## src/hdl/msort_pkg.sv

```systemverilog
// ---------------------------------------------------------------------------
// msort_pkg: shared constants and types for the signed merge sorter
// Store geometry, index widths and the sequencer state encoding.
// ---------------------------------------------------------------------------
package msort_pkg;

  localparam int unsigned MAX_ELEMENTS = 64;
  localparam int unsigned VALUE_WIDTH  = 32;
  localparam int unsigned ADDR_W       = $clog2(MAX_ELEMENTS);
  localparam int unsigned CNT_W        = $clog2(MAX_ELEMENTS + 1);

  typedef logic [ADDR_W-1:0]      addr_t;
  typedef logic [CNT_W-1:0]       cnt_t;
  typedef logic [VALUE_WIDTH-1:0] value_t;

  // Write side of one store bank.
  typedef struct packed {
    logic   en;
    addr_t  addr;
    value_t data;
  } wr_port_t;

  // Dual-address read request to one store bank.
  typedef struct packed {
    logic  en;
    addr_t addr_a;
    addr_t addr_b;
  } rd_req_t;

  typedef enum logic [5:0] {
    ST_LOAD = 6'b000001,
    ST_RUN  = 6'b000010,
    ST_RD   = 6'b000100,
    ST_CMP  = 6'b001000,
    ST_ORD  = 6'b010000,
    ST_OWR  = 6'b100000
  } state_e;

endpackage

```

## src/hdl/msort_ram.sv

```systemverilog
// ---------------------------------------------------------------------------
// msort_ram: one store bank
// One write port, two synchronous read ports sharing an enable; read data
// is registered and holds while no read is issued.
// ---------------------------------------------------------------------------
module msort_ram
  import msort_pkg::*;
(
  input  logic     clk_i,
  input  wr_port_t wr_i,
  input  rd_req_t  rd_i,
  output value_t   rdata_a_o,
  output value_t   rdata_b_o
);

  value_t mem_q [MAX_ELEMENTS];
  value_t rdata_a_q;
  value_t rdata_b_q;

  always_ff @(posedge clk_i) begin
    if (wr_i.en) begin
      mem_q[wr_i.addr] <= wr_i.data;
    end
  end

  always_ff @(posedge clk_i) begin
    if (rd_i.en) begin
      rdata_a_q <= mem_q[rd_i.addr_a];
      rdata_b_q <= mem_q[rd_i.addr_b];
    end
  end

  assign rdata_a_o = rdata_a_q;
  assign rdata_b_o = rdata_b_q;

endmodule
```

## config.mk

```make
export PLATFORM = sky130hd
export DESIGN_NAME = msort_ram
export DESIGN_NICKNAME = d
export VERILOG_FILES = /design/src/hdl/msort_pkg.sv /design/src/hdl/msort_ram.sv
export SDC_FILE = /design/constraint.sdc
export NUM_CORES = 2
export LEC_CHECK = 0
export ABC_AREA = 0
export BUFFER_PORTS_ARGS = -buffer_cell sky130_fd_sc_hd__buf_2
export CORE_MARGIN = 2
export CORE_UTILIZATION = 57
export DETAILED_ROUTE_END_ITERATION = 7
export HOLD_SLACK_MARGIN = 0.12
export MAX_ROUTING_LAYER = met4
export PLACE_DENSITY = 0.76
export SYNTH_ARGS = -nofsm -noshare
export SYNTH_HDL_FRONTEND = slang
export SYNTH_SLANG_ARGS = --single-unit
```

## constraint.sdc

```tcl
create_clock -name clk_i -period 4.91 [get_ports clk_i]
set_input_delay 1.473 -clock clk_i [delete_from_list [all_inputs] [get_ports clk_i]]
set_output_delay 1.473 -clock clk_i [all_outputs]
set_load 0.02 [all_outputs]
```

# Word level (Yosys, flattened, before mapping)
# Memories as Yosys holds them, arrays and structs flattened. A register that Yosys moved wholly into a read port is not among the register bits.
# Cells that the tools add are included.
dict set report totals {
  register_bits 0
  ram_bits 2048
  inputBits 53
  out_inout_bits 64
  wordCells 3
  memories 1
}
# name depth word_bits read_ports rd_clocked_by_memory_dff wr line_no
set memory_table {}
lappend memory_table {mem_q 64 32 2 2 1 msort_ram.sv:16} ;# value_t mem_q [MAX_ELEMENTS];
dict set report op_classes {
  muxes 2
}
# operator count
set ops {}
lappend ops {{2-to-1 mux 1 bit} 2}

# Logic depth before layout (Yosys ltp)
dict set report depth {
  word_depth 2
  depth_mapped 10
}

# Least setup slack after synthesis
# OpenSTA, ideal clock, no wires.
dict set report synth_path {
  path_type {input to register}
  start {in wr_i[35] (netlist name)}
  end {mem mem_q[48][0] (netlist name), enable pin}
  setup_ns 0.461
  t_arrival_ns 4.203
  setup_slack_ns 0.246
  cell_stages 4
  cell_sequence {clkbuf_1 > nor2b_1 > nand4b_1 > nor3_1}
}
# item line_no
set synth_rtl {}
lappend synth_rtl {{from (decl)} msort_ram.sv:10} ;# input wr_port_t wr_i,
lappend synth_rtl {{to (decl)} msort_ram.sv:16}
# No word-level cell before the write port.

==> flow_metrics.py <==
metrics = {
    "sta": {
        "skew_ps": 21.34,
        "fin_ws_ps": 926.8,
        "finalMaxSlewViolations": 0,
        "relSlewSlack_pct": 17.89,
        "finalCritPeriodShare_pct": 81.12,
        "hold_violations": 0,
        "final.setup.tns_ps": 0,
        "fmax_ghz": 0.2511,
        "final.min_clock_period_ps": 3983,
        "setup_viol": 0,
        "tightest_slew_ps": 1232,
        "rsz0062_at_grt": "no",
    },
    "setup_path": {
        "timing.rr.start": "mem_q[7][9]",
        "cp-start-kind": "input pin",
        "reg2regPathDepth": 4,
        "endpoint_kind": "flip-flop",
        "critPathMaxFanout": 32,
        "arrival_ps": 4530,
        "crit_required_ps": 5450,
        "crit_type": "input pin to flip-flop",
        "worstReg2RegEnd": "rdata_b_o[9]",
        "rrSetupSlack_ps": 2250,
    },
    "detailed_routing": {
        "drtIter0Drc": 9278,
        "drc": 0,
        "drtPass1Iterations": 6,
        "wire_per_inst_um": 41.07,
        "wl_um": 290800,
        "vias_per_cell": 7.656,
        "postRouteAntennaNets": 0,
        "num_vias": 54200,
    },
    "grt": {
        "overflow": 0,
        "grt_max_degree": 65,
        "first_global_vias": 53980,
        "grt_use_total_pct": 35.15,
        "grt_pass1_wl_um": 408200,
        "grt_antenna_before_repair": 25,
    },
    "logic_synthesis": {
        "synth-simple-area-share_pct": 1.125,
        "syn_inst": 4412,
        "ys_seq_elements": 2112,
        "synth_top_family_by_area": "multiplexers",
        "synth_mux_area_share_pct": 28.83,
        "synthXorXnorAreaFrac_pct": 0,
        "postSynth.asyncResetShare_pct": 0,
        "synth-main-ff-cell": "edfxtp_1",
        "seq_area_frac_synth_pct": 65.86,
        "yosysWarnings": 0,
        "synthesis.nets": 4465,
        "synthAdderAreaFrac_pct": 0,
        "synth_compound_area_share_pct": 2.376,
        "synth_cell_types": 37,
        "synth-edff-count": 2112,
        "syn_area_per_cell_sq_um": 21.83,
        "syn_area_sq_um": 96300,
    },
    "cts": {
        "cts_root_buffer": "clkbuf_16",
        "cts_tree": "built",
        "clock-sinks": 2112,
        "hold_buffers": 0,
        "cts_resized": 0,
        "cts_buffers": 203,
        "cts_post_setup_buffers_inserted": 0,
        "htreeDepth": 4,
        "clk_latency_ps": 850,
        "clkTransAtPathRegs_ps": 60,
        "cts_max_path_buffers": 3,
    },
    "die": {
        "ios": 117,
        "fp.dieH_um": 415.0,
        "row_count": 150,
        "core_sq_um": 167400,
        "die_width_um": 415.0,
        "die_area_sq_um": 172300,
        "initial_core_util_pct": 57.52,
    },
    "power": {
        "p_int_mw": 30.40,
        "power_frac_seq_pct": 51.3,
        "power_frac_clock_pct": 40.2,
        "switching_share_pct": 22.63,
        "p_leak_nw": 34.14,
        "p_per_area_nw_per_um2": 362.3,
        "p_comb_share_pct": 8.5,
        "vdd_ir_drop_max_mv": 0.4227,
        "p_sw_mw": 8.892,
    },
    "finish": {
        "fin_area_sq_um": 108500,
        "drive_above_1_share_pct": 39.97,
        "nets": 4733,
        "area_delta_synth_final_pct": 12.62,
    },
    "placement": {
        "dp_hpwl_um": 167100,
        "portBuffers": 116,
        "place_ws_ps": 210.3,
        "placed_cell_area_sq_um": 101800,
        "routabilityCongestion": 0.8783,
    },
    "worst_hold_path": {
        "hp-start": "mem_q[39][18]",
        "hold_path.class": "flip-flop to flip-flop",
        "hold_path_end": "rdata_a_o[18]",
        "whs_path_depth": 4,
    },
    "run_status": {
        "status": "finished, final reports clean",
    },
    "job": {
        "drv_cap": 0,
    },
}
## through the flow
stage	cells	total power, mW	hold WS (ps)	util (%)
2_1_floorplan	4412	22.45	857.0	-
3_3_place_gp	6679	23.75	924.5	60.80
3_5_place_dp	6679	23.79	939.3	60.80
4_1_cts	7058	39.28	962.6	64.75
5_1_grt	7075	40.13	996.4	64.78
6_report	7080	39.29	970.4	64.78
## cells in the final DEF (no fill, tap or decap), drive strengths merged
cell and count:
edfxtp 2112, mux4 1124, buf 410, clkbuf 247
mux2i 204, nor2 94, nand2 93, a22oi 85
clkinv 85, a21oi 58, o22ai 56, o21ai 49
mux2 36, o211ai 27, bufinv 24, diode 22
nor2b 19, o221ai 16, a211oi 15, a221oi 13
clkinvlp 13, inv 11, nand3 9, a32oi 9
o32a 9, nand2b 8, nand3b 6, and2 6
or2 3, nor3 3, or3b 2, nand4 2
or3 2, nand4b 1, a21boi 1, o41ai 1
o211a 1
## power by group through the flow
stage | combinational [mW] | clock [mW] | sequential, mW
global route | 3.46 | 16.5 | 20.1
global placement | 3.23 | 0 | 20.5
CTS | 3.29 | 15.8 | 20.1
detailed placement | 3.27 | 0 | 20.5
floorplan | 1.91 | 0 | 20.5
finish | 3.34 | 15.8 | 20.1
## flip-flops by register name, indices dropped and copies added (netlist names)
name and flops:
rdata_a_o 32, mem_q 2048, rdata_b_o 32
## cells by family after synthesis
logic type,Yosys count
AO/OA/AOI/OAI,340
buffers and inverters,348
flip-flops,2112
multiplexers,1364
AND/OR/NAND/NOR,248
## layer usage
metal	GRT usage, %	share of wire (%)
met1	46.19	33
met2	51.99	47
met3	10.16	15
met4	15.12	5.0
met5	-	0
## synth_stat cells, types with 18 or more instances
library cell	instances	area, sq um
nor2b_1	19	118.9
mux2_2	36	405.4
nor2_1	94	352.8
mux2i_1	204	2042
o211ai_1	27	202.7
o21ai_0	18	90.09
edfxtp_1	2112	63420
buf_4	55	412.9
buf_1	25	93.84
a22oi_1	85	638.1
a21oi_1	58	290.3
clkbuf_1	135	506.7
buf_2	121	605.6
o22ai_1	56	350.3
o21ai_1	31	155.2
nand2_1	93	349.1
mux4_2	1124	25310
## worst max path at each step
stage / startpoint / end / cells past startpoint
6_report: rd_i[0] / rdata_b_o[9] / 7
3_3_place_gp: rd_i[0] / rdata_b_o[9] / 7
2_1_floorplan: wr_i[35] / mem_q[48][0] / 4
5_1_grt: rd_i[0] / rdata_b_o[9] / 7
3_5_place_dp: rd_i[0] / rdata_b_o[9] / 7
4_1_cts: rd_i[0] / rdata_b_o[9] / 7
## layout make-up
class | instances | area, sq um
clock buffers | 247 | 5330
clock inverters | 132 | 1289
diodes | 22 | 55.05
repair buffers | 410 | 3953
multi-input cells | 1952 | 31650
well taps | 2204 | 2758
flip-flops and latches | 2112 | 63420
fillers | 10600 | 58960
inverters | 1 | 3.754
## critical path, stage by stage
cell,delay (ps)
buf_8,370
buf_12,280
buf_4,340
mux4_2,580
mux4_2,480
o22ai_1,850
a21oi_1,90
Note: power is estimated with default switching activity, not from simulation.
